[src/rtl/nspt_pkg.sv]
// shared types and constants of the nearest steep point tracker
package nspt_pkg;

  typedef struct packed {
    logic        mirror_xy;
    logic [9:0]  x_offset_mm;
    logic [10:0] pair_gap_mm;
    logic [15:0] slope_ratio_q8;
    logic [29:0] near_reject_sq;
    logic [29:0] min_publish_sq;
    logic [8:0]  smoothing_q8;
  } nspt_cfg_t;

  typedef enum logic [2:0] {
    REG_MIRROR_XY   = 3'd0,
    REG_X_OFFSET    = 3'd1,
    REG_PAIR_GAP    = 3'd2,
    REG_SLOPE_RATIO = 3'd3,
    REG_NEAR_REJECT = 3'd4,
    REG_MIN_PUBLISH = 3'd5,
    REG_SMOOTHING   = 3'd6
  } nspt_reg_e;

  localparam int unsigned CfgIdxBits  = 3;
  localparam int unsigned CfgDataBits = 32;

  localparam logic [63:0] NearKey      = 64'd10_000_000_000;
  localparam logic [63:0] BestKeyReset = 64'd1_000_000_000_000;
  localparam logic [8:0]  AlphaOne     = 9'd256;
  localparam int unsigned AlphaShift   = 8;

  localparam nspt_cfg_t CfgReset = '{
    mirror_xy:      1'b1,
    x_offset_mm:    10'd200,
    pair_gap_mm:    11'd200,
    slope_ratio_q8: 16'd955,
    near_reject_sq: 30'd300000,
    min_publish_sq: 30'd90000,
    smoothing_q8:   9'd77
  };

endpackage

[src/rtl/nspt_front.sv]
// front end: accepts points, flags skipped ones and applies the x offset
module nspt_front import nspt_pkg::*; #(
  parameter int unsigned COORD_BITS = 18,
  parameter int unsigned ITEM_BITS  = 3 * COORD_BITS + 3
) (
  input  logic                         clk_i,
  input  logic                         rst_ni,
  input  logic                         in_valid_i,
  output logic                         in_stall_o,
  input  logic signed [COORD_BITS-1:0] x_mm_i,
  input  logic signed [COORD_BITS-1:0] y_mm_i,
  input  logic signed [COORD_BITS-1:0] z_mm_i,
  input  logic                         last_in_scan_i,
  input  nspt_cfg_t                    cfg_i,
  input  logic                         q_full_i,
  output logic                         q_push_o,
  output logic [ITEM_BITS-1:0]         q_item_o
);

  logic signed [COORD_BITS:0] x_ext;
  logic signed [COORD_BITS:0] off_ext;
  logic signed [COORD_BITS:0] px;
  logic                       pt_ok;
  logic                       seen_q;

  assign x_ext   = (COORD_BITS+1)'(x_mm_i);
  assign off_ext = $signed((COORD_BITS+1)'(cfg_i.x_offset_mm));
  assign px      = cfg_i.mirror_xy ? x_ext + off_ext : x_ext - off_ext;
  assign pt_ok   = (x_mm_i != '0) && (y_mm_i != '0) && (z_mm_i != '0);

  assign in_stall_o = q_full_i;
  assign q_push_o   = in_valid_i && !q_full_i;
  assign q_item_o   = {pt_ok, last_in_scan_i, px, y_mm_i, z_mm_i};

  // tracks whether the current scan has delivered any word yet
  always_ff @(posedge clk_i or negedge rst_ni) begin
    if (!rst_ni) begin
      seen_q <= 1'b0;
    end else if (q_push_o) begin
      seen_q <= !last_in_scan_i;
    end
  end

`ifndef SYNTHESIS
  a_no_push_full: assert property (@(posedge clk_i) disable iff (!rst_ni)
    q_full_i |-> !q_push_o) else $error("push into full queue");
  a_seen_clear: assert property (@(posedge clk_i) disable iff (!rst_ni)
    (q_push_o && last_in_scan_i) |=> !seen_q) else $error("scan flag not cleared");
  a_skip_flag: assert property (@(posedge clk_i) disable iff (!rst_ni)
    (q_push_o && x_mm_i == '0) |-> !q_item_o[ITEM_BITS-1]) else $error("zero point kept");
`endif

endmodule

[src/rtl/nspt_fifo.sv]
// short word queue between front end and back end
module nspt_fifo #(
  parameter int unsigned WIDTH = 57,
  parameter int unsigned DEPTH = 4
) (
  input  logic             clk_i,
  input  logic             rst_ni,
  input  logic             push_i,
  input  logic [WIDTH-1:0] data_i,
  output logic             full_o,
  input  logic             pop_i,
  output logic             valid_o,
  output logic [WIDTH-1:0] data_o
);

  localparam int unsigned AW = (DEPTH > 1) ? $clog2(DEPTH) : 1;

  logic [WIDTH-1:0] mem_q [DEPTH];
  logic [AW-1:0]    wr_q, rd_q;
  logic [AW:0]      cnt_q;

  assign full_o  = (cnt_q == (AW+1)'(DEPTH));
  assign valid_o = (cnt_q != '0);
  assign data_o  = mem_q[rd_q];

  always_ff @(posedge clk_i) begin
    if (push_i) begin
      mem_q[wr_q] <= data_i;
    end
  end

  always_ff @(posedge clk_i or negedge rst_ni) begin
    if (!rst_ni) begin
      wr_q  <= '0;
      rd_q  <= '0;
      cnt_q <= '0;
    end else begin
      if (push_i) begin
        wr_q <= (wr_q == AW'(DEPTH-1)) ? '0 : wr_q + 1'b1;
      end
      if (pop_i) begin
        rd_q <= (rd_q == AW'(DEPTH-1)) ? '0 : rd_q + 1'b1;
      end
      cnt_q <= cnt_q + (AW+1)'(push_i) - (AW+1)'(pop_i);
    end
  end

`ifndef SYNTHESIS
  a_no_underflow: assert property (@(posedge clk_i) disable iff (!rst_ni)
    pop_i |-> valid_o) else $error("pop from empty queue");
  a_no_overflow: assert property (@(posedge clk_i) disable iff (!rst_ni)
    push_i |-> !full_o) else $error("push into full queue");
  a_count: assert property (@(posedge clk_i) disable iff (!rst_ni)
    (push_i && !pop_i) |=> cnt_q == $past(cnt_q) + 1'b1) else $error("count slip");
`endif

endmodule

[src/rtl/nspt_back.sv]
// back end: range, root, steepness test, best point and scan end filter
module nspt_back import nspt_pkg::*; #(
  parameter int unsigned COORD_BITS = 18,
  parameter int unsigned FRAC_BITS  = 8,
  parameter int unsigned ITEM_BITS  = 3 * COORD_BITS + 3
) (
  input  logic                         clk_i,
  input  logic                         rst_ni,
  input  nspt_cfg_t                    cfg_i,
  input  logic                         q_valid_i,
  input  logic [ITEM_BITS-1:0]         q_item_i,
  output logic                         q_pop_o,
  output logic                         out_valid_o,
  input  logic                         out_stall_i,
  output logic signed [COORD_BITS-1:0] smooth_x_o,
  output logic signed [COORD_BITS-1:0] smooth_y_o,
  output logic signed [COORD_BITS-1:0] smooth_z_o,
  output logic                         updated_o
);

  localparam int unsigned C     = COORD_BITS;
  localparam int unsigned RB    = C + 1;
  localparam int unsigned HB    = 2 * RB;
  localparam int unsigned KW    = (2 * C + 3 > 40) ? 2 * C + 3 : 40;
  localparam int unsigned PW    = (HB > 30) ? HB : 30;
  localparam int unsigned FW    = C + FRAC_BITS;
  localparam int unsigned AW    = FW + 10;
  localparam int unsigned MW    = C + FRAC_BITS + 1;
  localparam int unsigned CNTW  = $clog2(RB);
  localparam int unsigned SPW   = 16 + RB;

  typedef enum logic [3:0] {
    S_IDLE, S_SQX, S_SQY, S_SQZ, S_ROOT, S_SLOPE, S_TEST,
    S_B0, S_B1, S_B2, S_PUB, S_FM1, S_FM2, S_FRND, S_LOAD
  } state_e;

  state_e state_q;

  logic                   last_q;
  logic signed [C:0]      px_q;
  logic signed [C-1:0]    py_q, pz_q;
  logic [C:0]             ax_q;
  logic [C-1:0]           ay_q, az_q;
  logic [HB-1:0]          hsq_q, sh_q;
  logic [KW-1:0]          key_q, best_key_q;
  logic [RB-1:0]          root_q;
  logic [RB+1:0]          rem_q;
  logic [CNTW-1:0]        cnt_q;
  logic [SPW-1:0]         sprod_q;
  logic                   have_prev_q;
  logic signed [C:0]      prev_x_q;
  logic signed [C-1:0]    prev_y_q, prev_z_q;
  logic [RB-1:0]          prev_rad_q;
  logic signed [C:0]      best_pt_q [3];
  logic [PW-1:0]          bsum_q;
  logic                   upd_q;
  logic [1:0]             k_q;
  logic signed [AW-1:0]   acc_q;
  logic signed [FW-1:0]   filt_q [3];
  logic                   out_valid_q;
  logic signed [C-1:0]    out_q [3];
  logic                   out_upd_q;

  // item fields
  logic                   it_ok, it_last;
  logic signed [C:0]      it_px;
  logic signed [C-1:0]    it_py, it_pz;

  assign {it_ok, it_last, it_px, it_py, it_pz} = q_item_i;

  // shared multiplier
  logic signed [MW-1:0]   mul_a, mul_b;
  logic signed [2*MW-1:0] prod;

  // filter operands
  logic [8:0]             alpha;
  logic signed [C:0]      bp_k;
  logic signed [C+1:0]    tgt_w;
  logic signed [C-1:0]    tgt;
  logic [C:0]             bmag;

  assign alpha = (cfg_i.smoothing_q8 > AlphaOne) ? AlphaOne : cfg_i.smoothing_q8;
  assign bp_k  = best_pt_q[k_q];
  assign bmag  = bp_k[C] ? (C+1)'(-bp_k) : (C+1)'(bp_k);
  assign tgt_w = (cfg_i.mirror_xy && k_q != 2'd2) ? -(C+2)'(bp_k) : (C+2)'(bp_k);
  always_comb begin
    if (tgt_w > (C+2)'(2**(C-1) - 1)) begin
      tgt = {1'b0, {(C-1){1'b1}}};
    end else if (tgt_w < -(C+2)'(2**(C-1))) begin
      tgt = {1'b1, {(C-1){1'b0}}};
    end else begin
      tgt = C'(tgt_w);
    end
  end

  logic [RB-1:0] dr;
  assign dr = (root_q > prev_rad_q) ? root_q - prev_rad_q : prev_rad_q - root_q;

  always_comb begin
    mul_a = '0;
    mul_b = '0;
    case (state_q)
      S_SQX:   begin mul_a = MW'(ax_q); mul_b = MW'(ax_q); end
      S_SQY:   begin mul_a = MW'(ay_q); mul_b = MW'(ay_q); end
      S_SQZ:   begin mul_a = MW'(az_q); mul_b = MW'(az_q); end
      S_SLOPE: begin mul_a = MW'(cfg_i.slope_ratio_q8); mul_b = MW'(dr); end
      S_B0, S_B1, S_B2: begin mul_a = MW'(bmag); mul_b = MW'(bmag); end
      S_FM1:   begin mul_a = MW'(filt_q[k_q]); mul_b = MW'(AlphaOne - alpha); end
      S_FM2:   begin mul_a = MW'(tgt); mul_b = MW'(alpha); end
      default: begin mul_a = '0; mul_b = '0; end
    endcase
  end

  assign prod = mul_a * mul_b;

  // root step
  logic [RB+1:0] rem_sh, trial;
  logic          root_ge;
  assign rem_sh  = {rem_q[RB-1:0], sh_q[HB-1:HB-2]};
  assign trial   = {root_q, 2'b01};
  assign root_ge = (rem_sh >= trial);

  // pair test
  logic signed [C+1:0] dx;
  logic signed [C:0]   dy, dz;
  logic [C+1:0]        adx;
  logic [C:0]          ady, adz;
  logic                steep, paired;
  logic [KW-1:0]       key_sel;

  assign dx     = (C+2)'(px_q) - (C+2)'(prev_x_q);
  assign dy     = (C+1)'(py_q) - (C+1)'(prev_y_q);
  assign dz     = (C+1)'(pz_q) - (C+1)'(prev_z_q);
  assign adx    = dx[C+1] ? (C+2)'(-dx) : (C+2)'(dx);
  assign ady    = dy[C] ? (C+1)'(-dy) : (C+1)'(dy);
  assign adz    = dz[C] ? (C+1)'(-dz) : (C+1)'(dz);
  // a flat pair never passes since zero is never above the product
  assign steep  = (SPW'({adz, 8'd0}) > sprod_q);
  assign paired = have_prev_q && (adx < (C+2)'(cfg_i.pair_gap_mm))
                  && (ady < (C+1)'(cfg_i.pair_gap_mm));
  assign key_sel = (key_q < KW'(cfg_i.near_reject_sq)) ? KW'(NearKey) : key_q;

  // filter rounding
  logic signed [AW-1:0] fr;
  logic signed [FW-1:0] fnew;
  assign fr = (acc_q + AW'(2**(AlphaShift-1))) >>> AlphaShift;
  always_comb begin
    if (fr > AW'(2**(FW-1) - 1)) begin
      fnew = {1'b0, {(FW-1){1'b1}}};
    end else if (fr < -AW'(2**(FW-1))) begin
      fnew = {1'b1, {(FW-1){1'b0}}};
    end else begin
      fnew = FW'(fr);
    end
  end

  // output rounding
  logic signed [FW:0]   orw [3];
  logic signed [C-1:0]  ov [3];
  always_comb begin
    for (int i = 0; i < 3; i++) begin
      orw[i] = ((FW+1)'(filt_q[i]) + (FW+1)'(2**(FRAC_BITS-1))) >>> FRAC_BITS;
      if (orw[i] > (FW+1)'(2**(C-1) - 1)) begin
        ov[i] = {1'b0, {(C-1){1'b1}}};
      end else begin
        ov[i] = C'(orw[i]);
      end
    end
  end

  logic out_free;
  assign out_free = !out_valid_q || !out_stall_i;
  assign q_pop_o  = (state_q == S_IDLE) && q_valid_i;

  always_ff @(posedge clk_i or negedge rst_ni) begin
    if (!rst_ni) begin
      state_q     <= S_IDLE;
      have_prev_q <= 1'b0;
      best_key_q  <= KW'(BestKeyReset);
      out_valid_q <= 1'b0;
      cnt_q       <= '0;
      k_q         <= '0;
      upd_q       <= 1'b0;
      prev_x_q    <= '0;
      prev_y_q    <= '0;
      prev_z_q    <= '0;
      prev_rad_q  <= '0;
      last_q      <= 1'b0;
      px_q        <= '0;
      py_q        <= '0;
      pz_q        <= '0;
      ax_q        <= '0;
      ay_q        <= '0;
      az_q        <= '0;
      hsq_q       <= '0;
      sh_q        <= '0;
      key_q       <= '0;
      root_q      <= '0;
      rem_q       <= '0;
      sprod_q     <= '0;
      bsum_q      <= '0;
      acc_q       <= '0;
      out_upd_q   <= 1'b0;
      for (int i = 0; i < 3; i++) begin
        best_pt_q[i] <= '0;
        filt_q[i]    <= '0;
        out_q[i]     <= '0;
      end
    end else begin
      if (out_valid_q && !out_stall_i && state_q != S_LOAD) begin
        out_valid_q <= 1'b0;
      end
      case (state_q)
        S_IDLE: begin
          if (q_valid_i) begin
            last_q  <= it_last;
            px_q    <= it_px;
            py_q    <= it_py;
            pz_q    <= it_pz;
            ax_q    <= it_px[C] ? (C+1)'(-it_px) : (C+1)'(it_px);
            ay_q    <= it_py[C-1] ? C'(-it_py) : C'(it_py);
            az_q    <= it_pz[C-1] ? C'(-it_pz) : C'(it_pz);
            if (it_ok) begin
              state_q <= S_SQX;
            end else if (it_last) begin
              state_q <= S_B0;
            end
          end
        end
        S_SQX: begin
          hsq_q   <= HB'(prod);
          state_q <= S_SQY;
        end
        S_SQY: begin
          hsq_q   <= hsq_q + HB'(prod);
          state_q <= S_SQZ;
        end
        S_SQZ: begin
          key_q   <= KW'(hsq_q) + KW'(prod);
          sh_q    <= hsq_q;
          rem_q   <= '0;
          root_q  <= '0;
          cnt_q   <= '0;
          state_q <= S_ROOT;
        end
        S_ROOT: begin
          sh_q   <= {sh_q[HB-3:0], 2'b00};
          rem_q  <= root_ge ? rem_sh - trial : rem_sh;
          root_q <= {root_q[RB-2:0], root_ge};
          cnt_q  <= cnt_q + 1'b1;
          if (cnt_q == CNTW'(RB - 1)) begin
            state_q <= S_SLOPE;
          end
        end
        S_SLOPE: begin
          sprod_q <= SPW'(prod);
          state_q <= S_TEST;
        end
        S_TEST: begin
          if (paired && steep && key_sel < best_key_q) begin
            best_key_q   <= key_sel;
            best_pt_q[0] <= px_q;
            best_pt_q[1] <= (C+1)'(py_q);
            best_pt_q[2] <= (C+1)'(pz_q);
          end
          have_prev_q <= 1'b1;
          prev_x_q    <= px_q;
          prev_y_q    <= py_q;
          prev_z_q    <= pz_q;
          prev_rad_q  <= root_q;
          k_q         <= '0;
          state_q     <= last_q ? S_B0 : S_IDLE;
        end
        S_B0: begin
          bsum_q  <= PW'(prod);
          k_q     <= 2'd1;
          state_q <= S_B1;
        end
        S_B1: begin
          bsum_q  <= bsum_q + PW'(prod);
          k_q     <= 2'd2;
          state_q <= S_B2;
        end
        S_B2: begin
          bsum_q  <= bsum_q + PW'(prod);
          k_q     <= '0;
          state_q <= S_PUB;
        end
        S_PUB: begin
          upd_q   <= !(bsum_q < PW'(cfg_i.min_publish_sq));
          state_q <= (bsum_q < PW'(cfg_i.min_publish_sq)) ? S_LOAD : S_FM1;
        end
        S_FM1: begin
          acc_q   <= AW'(prod);
          state_q <= S_FM2;
        end
        S_FM2: begin
          acc_q   <= acc_q + (AW'(prod) <<< FRAC_BITS);
          state_q <= S_FRND;
        end
        S_FRND: begin
          filt_q[k_q] <= fnew;
          k_q         <= k_q + 1'b1;
          state_q     <= (k_q == 2'd2) ? S_LOAD : S_FM1;
        end
        S_LOAD: begin
          if (out_free) begin
            out_valid_q  <= 1'b1;
            out_q        <= ov;
            out_upd_q    <= upd_q;
            have_prev_q  <= 1'b0;
            best_key_q   <= KW'(BestKeyReset);
            for (int i = 0; i < 3; i++) begin
              best_pt_q[i] <= '0;
            end
            k_q     <= '0;
            state_q <= S_IDLE;
          end
        end
        default: state_q <= S_IDLE;
      endcase
    end
  end

  assign out_valid_o = out_valid_q;
  assign smooth_x_o  = out_q[0];
  assign smooth_y_o  = out_q[1];
  assign smooth_z_o  = out_q[2];
  assign updated_o   = out_upd_q;

`ifndef SYNTHESIS
  a_root_count: assert property (@(posedge clk_i) disable iff (!rst_ni)
    state_q == S_ROOT |-> cnt_q < CNTW'(RB)) else $error("root count overrun");
  a_key_falls: assert property (@(posedge clk_i) disable iff (!rst_ni)
    state_q != S_LOAD |=> best_key_q <= $past(best_key_q)) else $error("best key rose");
  a_load_out: assert property (@(posedge clk_i) disable iff (!rst_ni)
    (state_q == S_LOAD && out_free) |=> out_valid_q && state_q == S_IDLE)
    else $error("result not loaded");
`endif

endmodule

[src/rtl/nearest_steep_point_tracker.sv]
// top level of the nearest steep point tracker
// Tracks, per lidar scan, the nearest point on a steep surface and smooths it with a Q8
// exponential filter; one word comes out at the last point of every scan. Points enter
// a four word queue, so the input keeps flowing while the back end works, until the
// queue fills. The back end shares one multiplier and a bit-serial square root; a point
// with any zero coordinate is skipped, and the scan end may wait for the previous result
// to be taken. Configuration writes are taken every cycle.
module nearest_steep_point_tracker import nspt_pkg::*; #(
  parameter int unsigned COORD_BITS = 18,
  parameter int unsigned FRAC_BITS  = 8
) (
  input  logic                         clk_i,
  input  logic                         rst_ni,
  input  logic                         in_valid_i,
  output logic                         in_stall_o,
  input  logic signed [COORD_BITS-1:0] x_mm_i,
  input  logic signed [COORD_BITS-1:0] y_mm_i,
  input  logic signed [COORD_BITS-1:0] z_mm_i,
  input  logic                         last_in_scan_i,
  output logic                         out_valid_o,
  input  logic                         out_stall_i,
  output logic signed [COORD_BITS-1:0] smooth_x_o,
  output logic signed [COORD_BITS-1:0] smooth_y_o,
  output logic signed [COORD_BITS-1:0] smooth_z_o,
  output logic                         updated_o,
  input  logic                         cfg_valid_i,
  output logic                         cfg_ready_o,
  input  logic [CfgIdxBits-1:0]        cfg_index_i,
  input  logic [CfgDataBits-1:0]       cfg_data_i
);

  localparam int unsigned ItemBits = 3 * COORD_BITS + 3;

  nspt_cfg_t            cfg_q;
  logic                 q_push, q_full, q_pop, q_valid;
  logic [ItemBits-1:0]  q_wdata, q_rdata;

  assign cfg_ready_o = 1'b1;

  always_ff @(posedge clk_i or negedge rst_ni) begin
    if (!rst_ni) begin
      cfg_q <= CfgReset;
    end else if (cfg_valid_i) begin
      case (nspt_reg_e'(cfg_index_i))
        REG_MIRROR_XY:   cfg_q.mirror_xy      <= cfg_data_i[0];
        REG_X_OFFSET:    cfg_q.x_offset_mm    <= cfg_data_i[9:0];
        REG_PAIR_GAP:    cfg_q.pair_gap_mm    <= cfg_data_i[10:0];
        REG_SLOPE_RATIO: cfg_q.slope_ratio_q8 <= cfg_data_i[15:0];
        REG_NEAR_REJECT: cfg_q.near_reject_sq <= cfg_data_i[29:0];
        REG_MIN_PUBLISH: cfg_q.min_publish_sq <= cfg_data_i[29:0];
        REG_SMOOTHING:   cfg_q.smoothing_q8   <= cfg_data_i[8:0];
        default: ;
      endcase
    end
  end

  nspt_front #(.COORD_BITS(COORD_BITS), .ITEM_BITS(ItemBits)) u_front (
    .clk_i, .rst_ni, .in_valid_i, .in_stall_o, .x_mm_i, .y_mm_i, .z_mm_i,
    .last_in_scan_i, .cfg_i(cfg_q), .q_full_i(q_full), .q_push_o(q_push),
    .q_item_o(q_wdata)
  );

  nspt_fifo #(.WIDTH(ItemBits), .DEPTH(4)) u_fifo (
    .clk_i, .rst_ni, .push_i(q_push), .data_i(q_wdata), .full_o(q_full),
    .pop_i(q_pop), .valid_o(q_valid), .data_o(q_rdata)
  );

  nspt_back #(.COORD_BITS(COORD_BITS), .FRAC_BITS(FRAC_BITS), .ITEM_BITS(ItemBits))
  u_back (
    .clk_i, .rst_ni, .cfg_i(cfg_q), .q_valid_i(q_valid), .q_item_i(q_rdata),
    .q_pop_o(q_pop), .out_valid_o, .out_stall_i, .smooth_x_o, .smooth_y_o,
    .smooth_z_o, .updated_o
  );

endmodule
[config.mk]
export PLATFORM = sky130hd
export DESIGN_NAME = nearest_steep_point_tracker
export DESIGN_NICKNAME = d
export VERILOG_FILES = /design/src/rtl/nspt_pkg.sv /design/src/rtl/nspt_front.sv /design/src/rtl/nspt_fifo.sv /design/src/rtl/nspt_back.sv /design/src/rtl/nearest_steep_point_tracker.sv
export SDC_FILE = /design/constraint.sdc
export NUM_CORES = 2
export LEC_CHECK = 0
export ABC_AREA = 0
export BUFFER_PORTS_ARGS = -buffer_cell sky130_fd_sc_hd__buf_2
export CORE_MARGIN = 2
export CORE_UTILIZATION = 36
export CTS_BUF_LIST = sky130_fd_sc_hd__clkbuf_4 sky130_fd_sc_hd__clkbuf_8 sky130_fd_sc_hd__clkbuf_16
export DETAILED_ROUTE_END_ITERATION = 10
export GPL_TIMING_DRIVEN = 0
export PLACE_DENSITY = 0.54
export SLEW_MARGIN = 20
export SYNTH_ARGS = -nofsm -noshare
export SYNTH_HDL_FRONTEND = slang
export SYNTH_SLANG_ARGS = --single-unit
[constraint.sdc]
create_clock -name clk_i -period 18.9 [get_ports clk_i]
set_input_delay 1.89 -clock clk_i [delete_from_list [all_inputs] [get_ports clk_i]]
set_output_delay 1.89 -clock clk_i [all_outputs]
set_load 0.005 [all_outputs]
==> out/summary.txt <==
Vias per Instance = 5.30
worst hold path class = reg2reg
worst endpoint required time = 19560 ps
arrival time worst endpoint = 18060 ps
largest area contributor in the synthesized netlist = sky130_fd_sc_hd__dfrtp_1
result of the run = finished clean
final worst hold slack = 479 ps
total number of clock tree sinks = 1022
min Tclk post-route = 17410 ps
Bufs on Longest Clock Path = 3
nature of the critical path startpoint = flip-flop
Hold Violations, Final = 0
Syn. warnings = 0
setup total negative slack = 0 ps
die area = 225000 sq um
count of mapped cells out of synthesis = 8501
number of enable flip-flop cells after synthesis = 228
max-slew headroom at the worst pin = 21.0%
placeable core region = 220000 sq um
Slowest Stage Delay on Critical Path = 750 ps
Top Ports = 153
router iterations before antenna repair = 8
final cycle utilization of the critical path = 92.1%
cell family with most CP delay = compound AO/OA/AOI/OAI gates
floorplan die width = 475 microns
area overhead of the layout relative to synthesis = 13.1%
clock buffers created by TritonCTS = 113
maximum level of the CTS H-tree = 3
Setup Fix Bufs, Post-CTS = 0
Post-Route Skew = 84.5 ps
detailed placement HPWL = 219000 microns
fill cell instance count of the final layout = 21800
final routed DRC violation total = 0
average detailed-routed wire length per instance = 22.5 microns
Final Net Count = 10200
floorplan row count = 172
vias in the first global route = 64000
all-layer global routing usage = 24.0%
global placer's final weighted congestion = 0.987
setup slack after layout = 1490 ps
type of the worst setup path = reg2reg
post-placement worst setup slack = 2180 ps
first-pass GRT wire length = 406000 microns
drt first-iter violations = 5551
Achievable Freq = 57.4 MHz
post-cts sizing count = 0
antenna violations before repair = 12
share of cells above drive strength 1 = 8.20%
number of maximum-capacitance constraint violations = 0
clock network latency to the later pin of the worst-skew pair = 800 ps
overall routed net length = 271000 microns
remaining antenna violation count = 0
TritonCTS clock tree = yes
Mapped Avg Cell Area = 9.38 sq um
setup repair after global routing missed its margin = false
overflow left after global routing = 0
buffer and inverter count on the worst path = 10
netlist area before placement = 79700 sq um
largest fanout on the critical path = 10
largest cells by area after synthesis = sky130_fd_sc_hd__dfrtp_1, sky130_fd_sc_hd__fa_1, sky130_fd_sc_hd__ha_1, sky130_fd_sc_hd__edfxtp_1, sky130_fd_sc_hd__nand2_1
most numerous cell in the Yosys netlist = sky130_fd_sc_hd__nand2_1
total of endpoints with negative setup slack in the final report = 0
nature of the critical path endpoint = flip-flop
Crit-path slowest cell = sky130_fd_sc_hd__clkbuf_1
cell chosen for the clock root = sky130_fd_sc_hd__clkbuf_16
proportion of synthesized chip area in sequential cells = 33.6%
hold_buf cts = 0
starting density of the core = 36.3%
commonest register cell after synthesis = sky130_fd_sc_hd__dfrtp_1
Clock Pin Slew Worst Setup and Hold Paths = 60 ps
Distinct cells, synth = 97
number of input and output port buffers inserted = 148
synthesized flop and latch total = 1022
top cell type's share of synthesized area = 23.4%
total via count in the routed design = 63800
Least-Margin Pin Slew = 1170 ps
Die Y = 475 microns
largest net degree at the start of global routing = 137
Synth async-reset ratio = 77.7%
final-report max-slew violation count = 0
top cells by instance count after synthesis = sky130_fd_sc_hd__nand2_1, sky130_fd_sc_hd__inv_1, sky130_fd_sc_hd__dfrtp_1, sky130_fd_sc_hd__nor2_1, sky130_fd_sc_hd__o21ai_0
## metrics by stage
| step | std cells | cell area (sq um) | util, % |
|---|---|---|---|
| 2_1_floorplan | 8683 | 80400 | - |
| 3_3_place_gp | 11800 | 84900 | 38.6 |
| 3_5_place_dp | 11800 | 85900 | 39.0 |
| 4_1_cts | 12000 | 90100 | 41.0 |
| 5_1_grt | 12000 | 90100 | 41.0 |
| 6_report | 12000 | 90200 | 41.0 |
## per-layer routing
metal / global-route usage (%) / vias up / routed length (microns)
li1: - / 29400 / -
met1: 31.4 / 31900 / 116000
met2: 39.6 / 2036 / 126000
met3: 3.62 / 513 / 16300
met4: 9.48 / 10 / 12600
met5: 0 / - / 59
## cell usage in the layout, fill, tap and decap left out, types with 87 or more instances in the layout
cell                           n
sky130_fd_sc_hd__nand3_1     104
sky130_fd_sc_hd__nor2b_1      87
sky130_fd_sc_hd__nand2b_1     91
sky130_fd_sc_hd__mux2i_1     135
sky130_fd_sc_hd__buf_2       169
sky130_fd_sc_hd__a21o_1      151
sky130_fd_sc_hd__xnor2_1     233
sky130_fd_sc_hd__ha_1        551
sky130_fd_sc_hd__clkbuf_1    297
sky130_fd_sc_hd__dfrtp_1     745
sky130_fd_sc_hd__edfxtp_1    228
sky130_fd_sc_hd__mux2_2       92
sky130_fd_sc_hd__a21oi_1     389
sky130_fd_sc_hd__conb_1      184
sky130_fd_sc_hd__nor3_1       88
sky130_fd_sc_hd__nor2_1      660
sky130_fd_sc_hd__clkbuf_16   115
sky130_fd_sc_hd__nand2_1    1127
sky130_fd_sc_hd__o21ai_0     606
sky130_fd_sc_hd__fa_1        566
sky130_fd_sc_hd__xor2_1      158
sky130_fd_sc_hd__inv_1      1042
## flip-flops by register name (all words and copies together), names as in the netlist, 19 cells and up
name               count
cfg_q                107
u_back.acc_q          29
u_back.ax_q           19
u_back.best_key_q     40
u_back.best_pt_q      55
u_back.bsum_q         38
u_back.filt_q         78
u_back.hsq_q          38
u_back.key_q          40
u_back.prev_rad_q     19
u_back.prev_x_q       19
u_back.rem_q          19
u_back.root_q         19
u_back.sh_q           38
u_back.sprod_q        35
u_fifo.mem_q         228
## cell families after synthesis
kind of cell,after synthesis,synth area share (%)
AOI/OAI and AO/OA,1711,13.2
DFF,1022,33.6
adders and majority gates,1118,22.9
muxes,308,4.93
and+or+nand+nor,2527,14.2
other,2,0.00942
xor gates and xnor gates,414,4.55
buffers and inverters,1399,6.68
## layout make-up
| type | instances | area [sq um] | share of cell area, % |
|---|---|---|---|
| inverter | 1043 | 3920 | 4.34 |
| clock buffer | 156 | 3320 | 3.69 |
| sequential | 1022 | 26800 | 29.7 |
| antenna | 3 | 7.51 | 0.00833 |
| clock inverter | 58 | 961 | 1.07 |
| buffer | 356 | 1410 | 1.57 |
| timing repair buffer | 184 | 1410 | 1.56 |
| multi-input combinational | 6262 | 48600 | 54.0 |
| tap | 2958 | 3700 | 4.11 |
## worst paths after layout
kind | start | endpoint | slack, ps | cells past startpoint
setup / recovery | u_back.k_q[0]$_DFFE_PN0P_ | u_back.bsum_q[37]$_DFFE_PN0P_ | 1490 | 54
hold / removal | u_back.upd_q$_DFFE_PN0P_ | u_back.upd_q$_DFFE_PN0P_ | 480 | 1
setup reg to reg | u_back.k_q[0]$_DFFE_PN0P_ | u_back.bsum_q[37]$_DFFE_PN0P_ | 1490 | 54
hold reg to reg | u_back.upd_q$_DFFE_PN0P_ | u_back.upd_q$_DFFE_PN0P_ | 480 | 1
max in group asynchronous | rst_ni | u_back.filt_q[31]$_DFFE_PN0P_ | 16030 | 3
min in group asynchronous | rst_ni | u_back.prev_x_q[8]$_DFFE_PN0P_ | 1030 | 1
Power is not shown: default switching activity piles up to over one toggle a cycle in this logic, so the estimate is an artifact.
